<file path="src/rtl/core/dreq_pkg.sv">
// ----------------------------------------------------------------------------
// dreq_pkg: shared types and constants for the disk request elevator queue
// Partition table, result kinds and controller/datapath command bundle.
// ----------------------------------------------------------------------------
package dreq_pkg;

  localparam int QDEPTH   = 16;
  localparam int QW       = $clog2(QDEPTH);
  localparam int NUNITS   = 2;
  localparam int CYLW     = 10;
  localparam logic [3:0] RETRY_RST = 4'd10;

  typedef enum logic [2:0] {
    KIND_REJECT  = 3'd0,
    KIND_START   = 3'd1,
    KIND_DONE    = 3'd2,
    KIND_RECOVER = 3'd3,
    KIND_FULL    = 3'd4
  } kind_t;

  typedef struct packed {
    logic [7:0]      tag;
    logic            unit;
    logic [CYLW-1:0] cyl;
    logic [2:0]      trk;
    logic [4:0]      sec;
    logic            wr;
  } entry_t;

  // datapath commands issued by the controller
  typedef struct packed {
    logic latch_in;   // capture input item, compute geometry
    logic alloc;      // write new entry at free slot
    logic walk_init;  // p1 <= head, start walk
    logic walk_rd;    // issue link/entry read of p1
    logic walk_step;  // evaluate, advance p1
    logic link_a;     // link new <- link[p1]
    logic link_b;     // link[p1] <- new
    logic set_head;   // head <- new slot (queue was empty)
    logic remove;     // free head, advance head
    logic rd_head;    // read head entry
    logic inc_err;
    logic clr_err;
    logic set_busy;
    logic clr_busy;
  } cmd_t;

  typedef struct packed {
    logic bad;        // out of range
    logic full;
    logic nonempty;
    logic busy;
    logic walk_hit;   // insertion point found or walk ended
    logic rd_ok;      // walk data ready
    logic retry_ok;   // error_count+1 <= limit
    logic last_entry; // entry_count == 1
  } sts_t;

  function automatic logic [16:0] part_blocks(input logic [2:0] p);
    case (p)
      3'd4, 3'd6: part_blocks = 17'd65535;
      3'd5:       part_blocks = 17'd160;
      3'd7:       part_blocks = 17'd480;
      default:    part_blocks = 17'd32800;
    endcase
  endfunction

  function automatic logic [CYLW-1:0] part_cyl(input logic [2:0] p);
    case (p)
      3'd1:    part_cyl = 10'd205;
      3'd2:    part_cyl = 10'd410;
      3'd3:    part_cyl = 10'd615;
      3'd5:    part_cyl = 10'd409;
      3'd6:    part_cyl = 10'd410;
      3'd7:    part_cyl = 10'd819;
      default: part_cyl = 10'd0;
    endcase
  endfunction

endpackage

</file>
<file path="src/rtl/core/disk_request_elevator_queue_top.sv">
// ----------------------------------------------------------------------------
// disk_request_elevator_queue_top: elevator-ordered disk request queue
// Range check, geometry, linked queue insert, retry and completion handling.
// ----------------------------------------------------------------------------
// Usage:
//   Pulse start with the in_* fields while busy is low; the item is taken at
//   that edge. in_cmd 0 submits a request, 1 reports a finished transfer.
//   Results appear as single-cycle beats with out_valid high;
//   out_last marks the final beat of an item. The receiver cannot stall.
//   cfg_valid/cfg_ready write retry_limit (reset 10); ready is always high,
//   write only while busy is low.
// Timing:
//   Every beat is registered, in the cycle after the controller step that
//   makes it. A reject, a full queue or an idle completion ends at decode.
//   A submit is allocated and, into a nonempty queue, walked to its elevator
//   place and linked; the head is then started when idle. A retried completion
//   runs head read and start; a finished one runs done and remove, then
//   starts any next head. At most three result beats per item.
// Reset: synchronous active-low rst_n empties the queue and clears busy;
//   the request and link memories are not cleared.
// ----------------------------------------------------------------------------
module disk_request_elevator_queue_top import dreq_pkg::*; (
  input  logic        clk,
  input  logic        rst_n,
  input  logic        start,
  output logic        busy,
  input  logic        in_cmd,
  input  logic [7:0]  in_minor_dev,
  input  logic [15:0] in_block_num,
  input  logic [7:0]  in_req_tag,
  input  logic        in_is_write,
  input  logic        in_comp_error,
  input  logic        in_drive_fault,
  input  logic        in_vol_valid,
  input  logic [15:0] in_words_left,
  input  logic        cfg_valid,
  output logic        cfg_ready,
  input  logic [3:0]  cfg_retry_limit,
  output logic        out_valid,
  output logic [2:0]  out_kind,
  output logic [7:0]  out_tag_out,
  output logic        out_unit,
  output logic [9:0]  out_cylinder,
  output logic [2:0]  out_track,
  output logic [4:0]  out_sector,
  output logic        out_write_out,
  output logic [1:0]  out_recovery,
  output logic        out_failed,
  output logic [15:0] out_residual,
  output logic        out_last
);
  cmd_t        cmd;
  sts_t        sts;
  entry_t      head_e, new_e;
  logic        cmd_r, cerr_r;
  logic [1:0]  rec_r;
  logic [15:0] words_r;
  logic [3:0]  limit_r;
  kind_t       rkind;
  logic        rvalid, rlast, rfailed;

  assign cfg_ready = 1'b1;

  always_ff @(posedge clk) begin
    if (!rst_n)                      limit_r <= RETRY_RST;
    else if (cfg_valid && cfg_ready) limit_r <= cfg_retry_limit;
  end

  dreq_dp u_dp (
    .clk, .rst_n, .in_cmd, .in_minor_dev, .in_block_num, .in_req_tag,
    .in_is_write, .in_comp_error, .in_drive_fault, .in_vol_valid,
    .in_words_left, .retry_limit(limit_r), .cmd, .sts,
    .head_entry(head_e), .new_entry(new_e), .cmd_r,
    .comp_error_r(cerr_r), .rec_r, .words_r);

  dreq_ctrl u_ctrl (
    .clk, .rst_n, .start, .busy, .sts, .cmd_r, .comp_error_r(cerr_r),
    .cmd, .rkind, .rvalid, .rlast, .rfailed);

  // result register
  always_ff @(posedge clk) begin
    if (!rst_n) begin
      out_valid <= 1'b0;
    end else begin
      out_valid <= rvalid;
    end
    out_kind      <= rkind;
    out_last      <= rlast;
    out_tag_out   <= (rkind == KIND_REJECT || rkind == KIND_FULL) ? new_e.tag
                                                                  : head_e.tag;
    out_unit      <= (rkind == KIND_START) ? head_e.unit : 1'b0;
    out_cylinder  <= (rkind == KIND_START) ? head_e.cyl : '0;
    out_track     <= (rkind == KIND_START) ? head_e.trk : '0;
    out_sector    <= (rkind == KIND_START) ? head_e.sec : '0;
    out_write_out <= (rkind == KIND_START) ? head_e.wr : 1'b0;
    out_recovery  <= (rkind == KIND_RECOVER) ? rec_r : 2'b0;
    out_failed    <= (rkind == KIND_DONE) ? rfailed : 1'b0;
    out_residual  <= (rkind == KIND_DONE) ? words_r : '0;
  end
endmodule

</file>
<file path="src/rtl/core/dreq_ram.sv">
// ----------------------------------------------------------------------------
// dreq_ram: generic single-write RAM with registered read
// One write port, one read port, read data valid the cycle after the address.
// ----------------------------------------------------------------------------
module dreq_ram #(
  parameter int WIDTH = 8,
  parameter int DEPTH = 16
) (
  input  logic                     clk,
  input  logic                     we,
  input  logic [$clog2(DEPTH)-1:0] waddr,
  input  logic [WIDTH-1:0]         wdata,
  input  logic [$clog2(DEPTH)-1:0] raddr,
  output logic [WIDTH-1:0]         rdata
);
  logic [WIDTH-1:0] mem [DEPTH];

  always_ff @(posedge clk) begin
    if (we) mem[waddr] <= wdata;
    rdata <= mem[raddr];
  end
endmodule

</file>
<file path="src/rtl/core/dreq_dp.sv">
// ----------------------------------------------------------------------------
// dreq_dp: datapath of the disk request queue
// Request and link memories, free map, head pointer and counters.
// ----------------------------------------------------------------------------
module dreq_dp import dreq_pkg::*; (
  input  logic        clk,
  input  logic        rst_n,
  input  logic        in_cmd,
  input  logic [7:0]  in_minor_dev,
  input  logic [15:0] in_block_num,
  input  logic [7:0]  in_req_tag,
  input  logic        in_is_write,
  input  logic        in_comp_error,
  input  logic        in_drive_fault,
  input  logic        in_vol_valid,
  input  logic [15:0] in_words_left,
  input  logic [3:0]  retry_limit,
  input  cmd_t        cmd,
  output sts_t        sts,
  output entry_t      head_entry,
  output entry_t      new_entry,
  output logic        cmd_r,
  output logic        comp_error_r,
  output logic [1:0]  rec_r,
  output logic [15:0] words_r
);
  localparam int CW = $clog2(QDEPTH + 1);

  logic [QDEPTH-1:0] free_r, free_nxt;
  logic [QW-1:0]     head_r, slot_r, p1_r, p2_r;
  logic              nonempty_r, busy_r;
  logic [3:0]        err_r;
  logic [CW-1:0]     count_r, walk_i_r;
  logic              bad_r;
  entry_t            new_r;

  // memories: entry store read at one address, link store read at one
  logic              e_we, l_we;
  logic [QW-1:0]     e_raddr, l_waddr, l_raddr;
  entry_t            e_rdata;
  logic [QW-1:0]     l_wdata, l_rdata;

  // walk holds the p1 cyl (a) while the p2 entry is read
  logic [CYLW-1:0]   a_r;
  logic [1:0]        wph_r;

  // geometry: blk/160 = (blk>>5)/5 ; q=blk>>5 (11 bits), q/5 via reciprocal
  logic [10:0] q;
  logic [22:0] qm;
  logic [8:0]  q5;
  logic [10:0] r5;
  logic [QW-1:0] first_free;

  assign q  = in_block_num[15:5];
  assign qm = 23'(q) * 23'd3277;
  assign q5 = 9'(qm >> 14);
  assign r5 = q - 11'(11'(q5) * 11'd5);

  always_comb begin
    first_free = '0;
    for (int i = QDEPTH - 1; i >= 0; i--) if (free_r[i]) first_free = QW'(i);
  end

  dreq_ram #(.WIDTH($bits(entry_t)), .DEPTH(QDEPTH)) u_ent (
    .clk, .we(e_we), .waddr(slot_r), .wdata(new_r),
    .raddr(e_raddr), .rdata(e_rdata));
  dreq_ram #(.WIDTH(QW), .DEPTH(QDEPTH)) u_lnk (
    .clk, .we(l_we), .waddr(l_waddr), .wdata(l_wdata),
    .raddr(l_raddr), .rdata(l_rdata));

  assign e_we = cmd.alloc;
  // link_a writes link[new] <= link[p1] (read data), link_b writes link[p1] <= new
  assign l_we    = cmd.link_a | cmd.link_b;
  assign l_waddr = cmd.link_a ? slot_r : p1_r;
  assign l_wdata = cmd.link_a ? l_rdata : slot_r;
  // a completion reads the head's link ahead of the remove step
  assign l_raddr = cmd_r ? head_r : p1_r;
  // phase 0 reads p1 entry, phase 1 reads p2 entry; rd_head reads head
  assign e_raddr = (cmd.walk_rd && wph_r == 2'd1) ? l_rdata :
                   (cmd.walk_rd ? p1_r : head_r);

  assign head_entry = e_rdata;
  assign new_entry  = new_r;

  logic hit;
  assign hit = (a_r <= new_r.cyl && new_r.cyl < e_rdata.cyl) ||
               (a_r >= new_r.cyl && new_r.cyl > e_rdata.cyl);

  always_ff @(posedge clk) begin
    if (cmd.latch_in) begin
      cmd_r        <= in_cmd;
      comp_error_r <= in_comp_error;
      rec_r        <= {~in_vol_valid, in_drive_fault};
      words_r      <= in_words_left;
      bad_r        <= (in_minor_dev >= 8'(NUNITS << 3)) ||
                      ({1'b0, in_block_num} >= part_blocks(in_minor_dev[2:0]));
      new_r.tag    <= in_req_tag;
      new_r.unit   <= in_minor_dev[3];
      new_r.cyl    <= part_cyl(in_minor_dev[2:0]) + CYLW'(q5) ;
      new_r.trk    <= 3'(r5);
      new_r.sec    <= in_block_num[4:0];
      new_r.wr     <= in_is_write;
      slot_r       <= first_free;
    end
    if (cmd.walk_rd) begin
      if (wph_r == 2'd0) begin
        wph_r <= 2'd1;
      end else if (wph_r == 2'd1) begin
        wph_r <= 2'd2;
        p2_r  <= l_rdata;
      end
    end
    if (cmd.walk_init) begin
      wph_r <= 2'd0;
    end
    if (cmd.walk_step) begin
      wph_r <= 2'd0;
    end
    if (cmd.walk_rd && wph_r == 2'd1) a_r <= e_rdata.cyl;
  end

  always_comb begin
    free_nxt = free_r;
    if (cmd.alloc)  free_nxt[slot_r] = 1'b0;
    if (cmd.remove) free_nxt[head_r] = 1'b1;
  end

  always_ff @(posedge clk) begin
    if (!rst_n) begin
      free_r     <= '1;
      head_r     <= '0;
      nonempty_r <= 1'b0;
      busy_r     <= 1'b0;
      err_r      <= '0;
      count_r    <= '0;
      walk_i_r   <= '0;
      p1_r       <= '0;
    end else begin
      free_r <= free_nxt;
      if (cmd.alloc) count_r <= count_r + 1'b1;
      if (cmd.set_head) begin
        head_r     <= slot_r;
        nonempty_r <= 1'b1;
      end
      if (cmd.walk_init) begin
        p1_r     <= head_r;
        walk_i_r <= CW'(1);
      end
      if (cmd.walk_step && !hit) begin
        p1_r     <= p2_r;
        walk_i_r <= walk_i_r + 1'b1;
      end
      if (cmd.remove) begin
        count_r <= count_r - 1'b1;
        if (count_r == CW'(1)) nonempty_r <= 1'b0;
        else                   head_r <= l_rdata;
      end
      if (cmd.inc_err)  err_r  <= err_r + 1'b1;
      if (cmd.clr_err)  err_r  <= '0;
      if (cmd.set_busy) busy_r <= 1'b1;
      if (cmd.clr_busy) busy_r <= 1'b0;
    end
  end

  always_comb begin
    sts.bad        = bad_r;
    sts.full       = (count_r >= CW'(QDEPTH));
    sts.nonempty   = nonempty_r;
    sts.busy       = busy_r;
    // walk ends when i reaches count (before this entry was added)
    sts.walk_hit   = ((walk_i_r + CW'(1)) >= count_r) || (wph_r == 2'd2 && hit);
    sts.rd_ok      = (wph_r == 2'd2);
    sts.retry_ok   = ({1'b0, err_r} + 5'd1) <= {1'b0, retry_limit};
    sts.last_entry = (count_r == CW'(1));
  end
endmodule

</file>
<file path="src/rtl/core/dreq_ctrl.sv">
// ----------------------------------------------------------------------------
// dreq_ctrl: sequencer of the disk request queue
// Steps through check, allocation, elevator walk, linking, removal and result beats.
// ----------------------------------------------------------------------------
module dreq_ctrl import dreq_pkg::*; (
  input  logic        clk,
  input  logic        rst_n,
  input  logic        start,
  output logic        busy,
  input  sts_t        sts,
  input  logic        cmd_r,
  input  logic        comp_error_r,
  output cmd_t        cmd,
  output kind_t       rkind,
  output logic        rvalid,
  output logic        rlast,
  output logic        rfailed
);
  typedef enum logic [10:0] {
    S_IDLE    = 11'b00000000001,
    S_DECODE  = 11'b00000000010,
    S_ALLOC   = 11'b00000000100,
    S_WRD     = 11'b00000001000,
    S_WSTEP   = 11'b00000010000,
    S_LINKA   = 11'b00000100000,
    S_LINKB   = 11'b00001000000,
    S_HEADRD  = 11'b00010000000,
    S_START   = 11'b00100000000,
    S_DONE    = 11'b01000000000,
    S_REMOVE  = 11'b10000000000
  } state_t;

  state_t state_r, state_nxt;
  logic   fail_r, fail_nxt;

  assign busy = (state_r != S_IDLE);

  always_comb begin
    state_nxt = state_r;
    fail_nxt  = fail_r;
    cmd       = '0;
    rvalid    = 1'b0;
    rkind     = KIND_REJECT;
    rlast     = 1'b0;
    rfailed   = 1'b0;
    case (state_r)
      S_IDLE: begin
        if (start) begin
          cmd.latch_in = 1'b1;
          state_nxt    = S_DECODE;
        end
      end
      S_DECODE: begin
        cmd.rd_head = 1'b1;
        if (!cmd_r) begin
          if (sts.bad || sts.full) begin
            rvalid    = 1'b1;
            rlast     = 1'b1;
            rkind     = sts.bad ? KIND_REJECT : KIND_FULL;
            state_nxt = S_IDLE;
          end else begin
            state_nxt = S_ALLOC;
          end
        end else if (!sts.busy) begin
          state_nxt = S_IDLE;
        end else begin
          cmd.clr_busy = 1'b1;
          if (comp_error_r) begin
            rvalid = 1'b1;
            rkind  = KIND_RECOVER;
            if (sts.retry_ok) begin
              cmd.inc_err = 1'b1;
              state_nxt   = S_HEADRD;
            end else begin
              fail_nxt  = 1'b1;
              state_nxt = S_DONE;
            end
          end else begin
            fail_nxt  = 1'b0;
            state_nxt = S_DONE;
          end
        end
      end
      S_ALLOC: begin
        cmd.alloc = 1'b1;
        if (!sts.nonempty) begin
          cmd.set_head = 1'b1;
          state_nxt    = sts.busy ? S_IDLE : S_HEADRD;
        end else begin
          cmd.walk_init = 1'b1;
          state_nxt     = S_WRD;
        end
      end
      S_WRD: begin
        if (sts.walk_hit) begin
          state_nxt = S_LINKA;
        end else begin
          cmd.walk_rd = 1'b1;
          if (sts.rd_ok) state_nxt = S_WSTEP;
        end
      end
      S_WSTEP: begin
        cmd.walk_step = 1'b1;
        state_nxt     = S_WRD;
        if (sts.walk_hit) state_nxt = S_LINKA;
      end
      S_LINKA: begin
        // link read of p1 issued here (raddr = p1), data next cycle
        state_nxt = S_LINKB;
      end
      S_LINKB: begin
        cmd.link_a = 1'b1;
        state_nxt  = S_REMOVE;
      end
      S_REMOVE: begin
        if (cmd_r) begin
          cmd.remove = 1'b1;
          state_nxt  = sts.last_entry ? S_IDLE : S_HEADRD;
        end else begin
          cmd.link_b = 1'b1;
          state_nxt  = sts.busy ? S_IDLE : S_HEADRD;
        end
      end
      S_HEADRD: begin
        cmd.rd_head = 1'b1;
        state_nxt   = S_START;
      end
      S_START: begin
        cmd.set_busy = 1'b1;
        rvalid       = 1'b1;
        rkind        = KIND_START;
        rlast        = 1'b1;
        state_nxt    = S_IDLE;
      end
      S_DONE: begin
        cmd.clr_err = 1'b1;
        rvalid      = 1'b1;
        rkind       = KIND_DONE;
        rfailed     = fail_r;
        rlast       = sts.last_entry;
        state_nxt   = S_REMOVE;
      end
      default: state_nxt = S_IDLE;
    endcase
  end

  always_ff @(posedge clk) begin
    if (!rst_n) begin
      state_r <= S_IDLE;
      fail_r  <= 1'b0;
    end else begin
      state_r <= state_nxt;
      fail_r  <= fail_nxt;
    end
  end
endmodule

</file>
<file path="config.mk">
export PLATFORM = sky130hd
export DESIGN_NAME = disk_request_elevator_queue_top
export DESIGN_NICKNAME = d
export VERILOG_FILES = /design/src/rtl/core/dreq_pkg.sv /design/src/rtl/core/disk_request_elevator_queue_top.sv /design/src/rtl/core/dreq_ram.sv /design/src/rtl/core/dreq_dp.sv /design/src/rtl/core/dreq_ctrl.sv
export SDC_FILE = /design/constraint.sdc
export NUM_CORES = 1
export LEC_CHECK = 0
export ABC_AREA = 1
export BUFFER_PORTS_ARGS = -buffer_cell sky130_fd_sc_hd__buf_2
export CAP_MARGIN = 20
export CORE_MARGIN = 2
export CORE_UTILIZATION = 40
export CTS_CLUSTER_SIZE = 40
export DETAILED_ROUTE_END_ITERATION = 10
export GPL_TIMING_DRIVEN = 0
export HOLD_SLACK_MARGIN = 0.03
export PLACE_DENSITY = 0.66
export SLEW_MARGIN = 20
export SYNTH_ARGS = -nofsm -noshare
export SYNTH_HDL_FRONTEND = slang
export SYNTH_SLANG_ARGS = --single-unit
</file>
<file path="constraint.sdc">
create_clock -name clk -period 6.2 [get_ports clk]
set_clock_uncertainty 0.05 [all_clocks]
set_input_delay 0.93 -clock clk [delete_from_list [all_inputs] [get_ports clk]]
set_output_delay 0.93 -clock clk [all_outputs]
set_load 0.01 [all_outputs]
</file>
== Word level (Yosys, flattened, before mapping) ==
Memories as Yosys holds them, arrays and structs flattened. A register that Yosys moved wholly into a read port is not among the register bits.
Cells that the tools add are included.
Cells by class
  add/subtract/negate cells: 7
  $mul: 2
  div/mod/pow operators: 0
  order comparisons: 13
  equal/unequal tests: 29
  shift operators: 0
  multiplexer cells: 102
  bitwise logic cells: 7
  reduce and logical (&&, ||, !) cells: 33
Operators by type and width (count)
  11-bit case mux with 9 select lines: 1
  11-bit 2-to-1 mux: 7
  4-bit 2-to-1 mux: 18
  10-bit case mux with 5 select lines: 1
  16-bit case mux with 3 select lines: 1
  1-bit 2-to-1 mux: 40
  16-bit 2-to-1 mux: 2
  10-bit 2-to-1 mux: 3
  3-bit 2-to-1 mux: 9
  8-bit 2-to-1 mux: 3
  11-bit by 12-bit multiplier with 23-bit output, second input constant: 1
  5-bit 2-to-1 mux: 4
  16-bit by 17-bit >= comparator with 1-bit output: 1
  17-bit 2-to-1 mux: 1
  16-bit bitwise AND: 1
  16-bit inverter: 1
  16-bit bitwise OR: 1
  2-bit OR reduction: 8
  3-bit == test, second input constant: 5
  3-bit by 2-bit == test with 1-bit output, second input constant: 4
  2-bit 2-to-1 mux: 6
  11-bit by 1-bit == test with 1-bit output, second input constant: 1
  11-bit by 10-bit == test with 1-bit output, second input constant: 1
  11-bit == test, second input constant: 1
  other kinds (50): 72
Word-level totals
  register bits: 177
  bits in latches: 0
  RAM bits: 512
  bits in read-only memories: 0
  input port bits: 61
  output and inout port bits: 54
  logic and storage cells: 236
  memories: 2
Memory list
  u_dp.u_ent.mem: depth 16, bits a word 28, read ports 1, clocked after Yosys merged registers in 1, write ports 1, line dreq_ram.sv:16  | logic [WIDTH-1:0] mem [DEPTH];
  u_dp.u_lnk.mem: depth 16, bits a word 4, read ports 1, clocked after Yosys merged registers in 1, write ports 1, line dreq_ram.sv:16

== Longest topological paths before layout ==
  word-level depth: 15
  gate-level depth with buffers: 30
  gate-level depth less buffers: 30

== Modules after synthesis ==
A second synthesis with hierarchy kept.
Second synthesis, totals
  cells, all modules: 3435
  area total of the unflattened synthesis: 33702.3 µm²
Modules (own cells, without submodules)
  dreq_ram (u_dp.u_ent): times used 1, cells each 1858, area an instance 19830.3 µm², sequential area each 14013.4 µm²
  dreq_dp: times used 1, cells each 952, area an instance 8388.0 µm², sequential area each 2852.7 µm²
  dreq_ram (u_dp.u_lnk): times used 1, cells each 290, area an instance 2966.6 µm², sequential area each 2001.9 µm²
  disk_request_elevator_queue_top: times used 1, cells each 190, area an instance 1649.1 µm², sequential area each 1121.1 µm²
  dreq_ctrl: times used 1, cells each 145, area an instance 868.3 µm², sequential area each 240.2 µm²

== Worst setup path before layout ==
Ideal clock, no wire load.
  path kind: input port to flip-flop
  start point: input in_block_num[14]
  end point: register u_dp.new_r, in the netlist u_dp.new_entry[17], data pin
  setup time: 260 ps
  data arrival time: 6003 ps
  required time: 5890 ps
  slack: -113 ps
  stages: 27
  path buffers: 0
  path through: inv_1 > ha_1 > inv_1 > fa_1 > fa_1 > inv_1 > fa_1 > fa_1 > inv_1 > ha_1 > nand2_1 > inv_1 > nand3_1 > nor3_1 > nand2_1 > o2111ai_1 > xor2_1 > ha_1 > inv_1 > fa_1 > o21ai_0 > a21oi_1 > o21bai_1 > a21oi_1 > nor2_1 > nor2_1 > xor2_1
On the way
  word-level cells in the longest chain between the ends: 2
Ends and longest elaborated chain
  start: declaration: line disk_request_elevator_queue_top.sv:29  | input logic [15:0] in_block_num,
  11-bit by 12-bit multiplier with 23-bit output: line dreq_dp.sv:55  | assign qm = 23'(q) * 23'd3277;
  10-bit by 9-bit adder with 10-bit output: line dreq_dp.sv:99  | new_r.cyl <= part_cyl(in_minor_dev[2:0]) + CYLW'(q5) ;
  end: declaration: line dreq_dp.sv:35  | entry_t new_r;
No other way between the ends.
A chain may end at the register's enable or synchronous reset.

== Worst setup path after layout ==
  start point: input in_block_num[8]
  end point: register u_dp.new_r, in the netlist u_dp.new_entry[18], data pin
Same word-level chain as after synthesis.

==> flow_summary.yaml <==
logic_synthesis:
  synth_top_family_by_area: "simple AND/OR/NAND/NOR gates"
  ys_types: 50
  synth-simple-area-share_pct: 18.8
  synth_edf_count: 579
  syn_inst: 3213
  netlist_area_um2: 33000
  avgSynthCellArea_um2: 10.3
  yosys_most_used_dff: "edfxtp_1"
  synth_nets: 3438
  synthMuxAreaShare_pct: 0
  synthXorXnorAreaFrac_pct: 0.771
  synth_warnings: 0
  synth_adder_area_share_pct: 6.98
  synth.most_common_cell: "nand2_1"
  yosysSeqAreaShare_pct: 61.4
  ys_seq_elements: 721
  ys_top_cells_by_count: "655 x nand2_1, 579 x edfxtp_1, 550 x nand3_1"
  ys_async_sr_fraction_pct: 0
  yosysTopAreaCell: "edfxtp_1"
  synth-compound-area-share_pct: 4.14
  synthTopCellsByArea: "edfxtp_1 53%, dfxtp_1 8.6%, nand3_1 8.4%"
  synth_top_cell_area_share_pct: 52.8
global_route:
  grt.overflow.total: 0
  track_usage_pct: 21.3
  grt_pass1_wl_um: 137000
  grt_max_degree: 23
  grt_pass1_vias: 23450
  antenna_found_initial: 3
cts:
  cts.sinks: 721
  cts_tree: "yes"
  h-tree-depth: 3
  postCtsHoldBufs: 0
  cts_made_buffers: 77
  clkTransAtPathRegs_ns: 0.05
  worst_skew_pair.late_latency_ns: 0.63
  clock_path_buffers: 3
  clockRootBuffer: "clkbuf_16"
sta:
  fin_crit_sh_pct: 95.3
  whs_ns: 0.359
  slew_headroom_pct: 30.4
  layout_min_cycle_time_ns: 5.91
  max_freq_mhz: 169
  setup_viol: 0
  worst_slack_ns: 0.294
  tns_ns: 0
  tightest_slew_ns: 1.04
  hold_viol_final: 0
  drv_slew: 0
worst_setup_path:
  cp.required_ns: 6.51
  rr_startpoint: "u_dp.new_entry[18]"
  crit_arrival_ns: 6.21
  rrSetupSlack_ns: 1.46
  crit_top_cell: "fa_1"
  crit_family: "adder cells"
  crit_chain: "buf_2 > inv_1 > ha_1 > fa_1 > inv_1 > fa_1 > fa_1 > fa_1 > ha_1 > a21oi_1 > o2111ai_4 > nand3_2 > nand2_4 > a21oi_2 > xnor2_1 > ha_1 > a21oi_1 > o21ai_2 > nand3_1 > nand2_1 > a21oi_2 > nor2_1 > nor2_1 > xnor2_1"
  cp_num_buf_inv: 3
  startpoint_type: "input pin"
  cp_slowest_cell: "fa_1"
  path_max_fanout: 5
  crit_path_end_kind: "register"
  r2r-end: "u_dp.u_ent.rdata[22]"
  rr_worst_depth: 20
  critical_path_class: "in -> reg"
  cpPeakStageDelay_ns: 0.57
place:
  placed_cell_area_um2: 35500
  routabilityCongestion: 0.878
  hpwl_um: 62200
  place_ws_ns: -0.719
  placed_cells: 4429
  portBuffers: 113
pwr:
  combPwrFrac_pct: 15.8
  peakVddDrop_mv: 0.197
  p_leak_nw: 16.5
  p_int_mw: 9.24
  p_per_area_nw_per_um2: 330
  clkPwrFrac_pct: 36.7
  seqPwrFrac_pct: 47.5
  sw_frac_of_total_pct: 26.7
  finalPower_mw: 12.6
  p_sw_mw: 3.37
run_status:
  status: "finished, final reports clean"
finish:
  nFillCells: 7403
  final_util_pct: 46.7
  stdcell_count: 4578
  areaGrowthSynthToFinish_pct: 16.0
  drive_above_1_share_pct: 12.0
  design_area_um2: 38200
  num_antenna_cells: 0
  layout.nets: 3669
route:
  drcViolationCount: 0
  avgViaCountPerCell: 5.23
  ant_nets: 0
  via_count: 23935
  drt-initial-drc-count: 2819
  post_drt_wl_per_cell_um: 19.9
  wl_um: 90900
  drtPass1Iterations: 9
floorplan:
  io_pins: 115
  start_util_pct: 40.3
  die_h_um: 291
  coreArea_um2: 81800
  num_rows: 105
  die_area_um2: 84700
  die_x_um: 291
worst_hold_path:
  hp-start: "u_dp.u_ent.rdata[19]"
  hp-class: "reg -> reg"
  holdPathStages: 2
  holdPathEnd: "out_unit"
flow_run:
  cap_violations: 0
## worst max-delay path by stage
stage          cells after the start                 end             start  slack (ns)
2_1_floorplan                     25  u_dp.new_entry[17]  in_block_num[10]        0.02
3_3_place_gp                      29  u_dp.new_entry[18]  in_block_num[10]       -0.68
3_5_place_dp                      31  u_dp.new_entry[18]  in_block_num[14]       -0.72
4_1_cts                           28  u_dp.new_entry[17]  in_block_num[14]       -0.04
5_1_grt                           30  u_dp.new_entry[18]  in_block_num[14]       -0.04
6_report                          24  u_dp.new_entry[18]   in_block_num[8]        0.29
## worst min-delay path, cell delays in order (launching register included)
cell and delay, ns:
dfxtp_1 0.29, inv_1 0.04, nor2_1 0.03
## layout by cell type, fill, tap and decap left out, types with 8 or more instances in the layout
cell,count
nand2_1,653
edfxtp_1,579
nand3_1,549
inv_1,506
buf_2,178
dfxtp_1,142
nor2_1,137
ha_1,128
a21oi_1,85
clkbuf_16,82
o21ai_0,75
clkbuf_1,52
buf_4,45
fa_1,32
nor3_1,19
nand4_1,19
o221ai_1,18
xor2_1,16
nor2_4,14
clkinv_2,13
xnor2_1,10
buf_1,10
o211ai_1,9
inv_2,8
clkinv_1,8
buf_12,8
buf_16,8
## state kept, by name, indices dropped and copies added (netlist names), 4 cells and up
name              flops
u_ctrl.state_r       11
u_dp.u_ent.mem      448
u_dp.a_r             10
limit_r               4
u_dp.head_r           4
u_dp.words_r         16
u_dp.u_lnk.rdata      4
out_cylinder         10
u_dp.walk_i_r         5
u_dp.u_lnk.mem       64
u_dp.free_r          16
u_dp.slot_r           4
u_dp.u_ent.rdata     28
u_dp.p1_r             4
u_dp.p2_r             4
out_sector            5
u_dp.count_r          5
out_tag_out           8
out_residual         16
u_dp.new_entry       28
u_dp.err_r            4
## what timing repair did
item / in CTS / in global routing
gates resized for setup: 1 / 22
setup endpoints to repair: 2 / 5
pin swaps: 0 / 10
setup buffers: 0 / 6
## layer usage
metal / vias up / global-route usage, % / wire, µm
met3: 198 / 3.93 / 7840
met1: 11430 / 27.2 / 36200
met2: 1073 / 35.6 / 43500
met4: 6 / 8.48 / 3350
met5: - / 0 / 33
li1: 11228 / - / -
## layout make-up
class / count / area, µm² / area share, %
inverters: 514 / 1930 / 5.05
clock inverters: 33 / 318 / 0.831
repair buffers: 152 / 1140 / 2.98
flip-flops and latches: 721 / 20200 / 52.9
plain buffers: 134 / 698 / 1.83
well taps: 1070 / 1340 / 3.50
multi-input cells: 1844 / 10400 / 27.1
clock buffers: 110 / 2220 / 5.80
## power by group through the flow
stage | clock network (mW) | logic (mW) | registers (mW)
final | 4.62 | 2.00 | 5.99
after global routing | 4.84 | 2.29 | 6.01
after CTS | 4.67 | 1.70 | 5.99
after detailed placement | 0 | 1.67 | 6.09
after global placement | 0 | 1.61 | 6.09
after floorplan | 0 | 1.30 | 5.90
## kinds of logic after synthesis
family,count (synthesis)
AND/OR/NAND/NOR,1416
flip-flops,721
buffers and inverters,648
AO/OA/AOI/OAI,234
adder cells (fa/ha/maj),164
XOR/XNOR,29
other,1
Power figures use the tool's default switching activity.
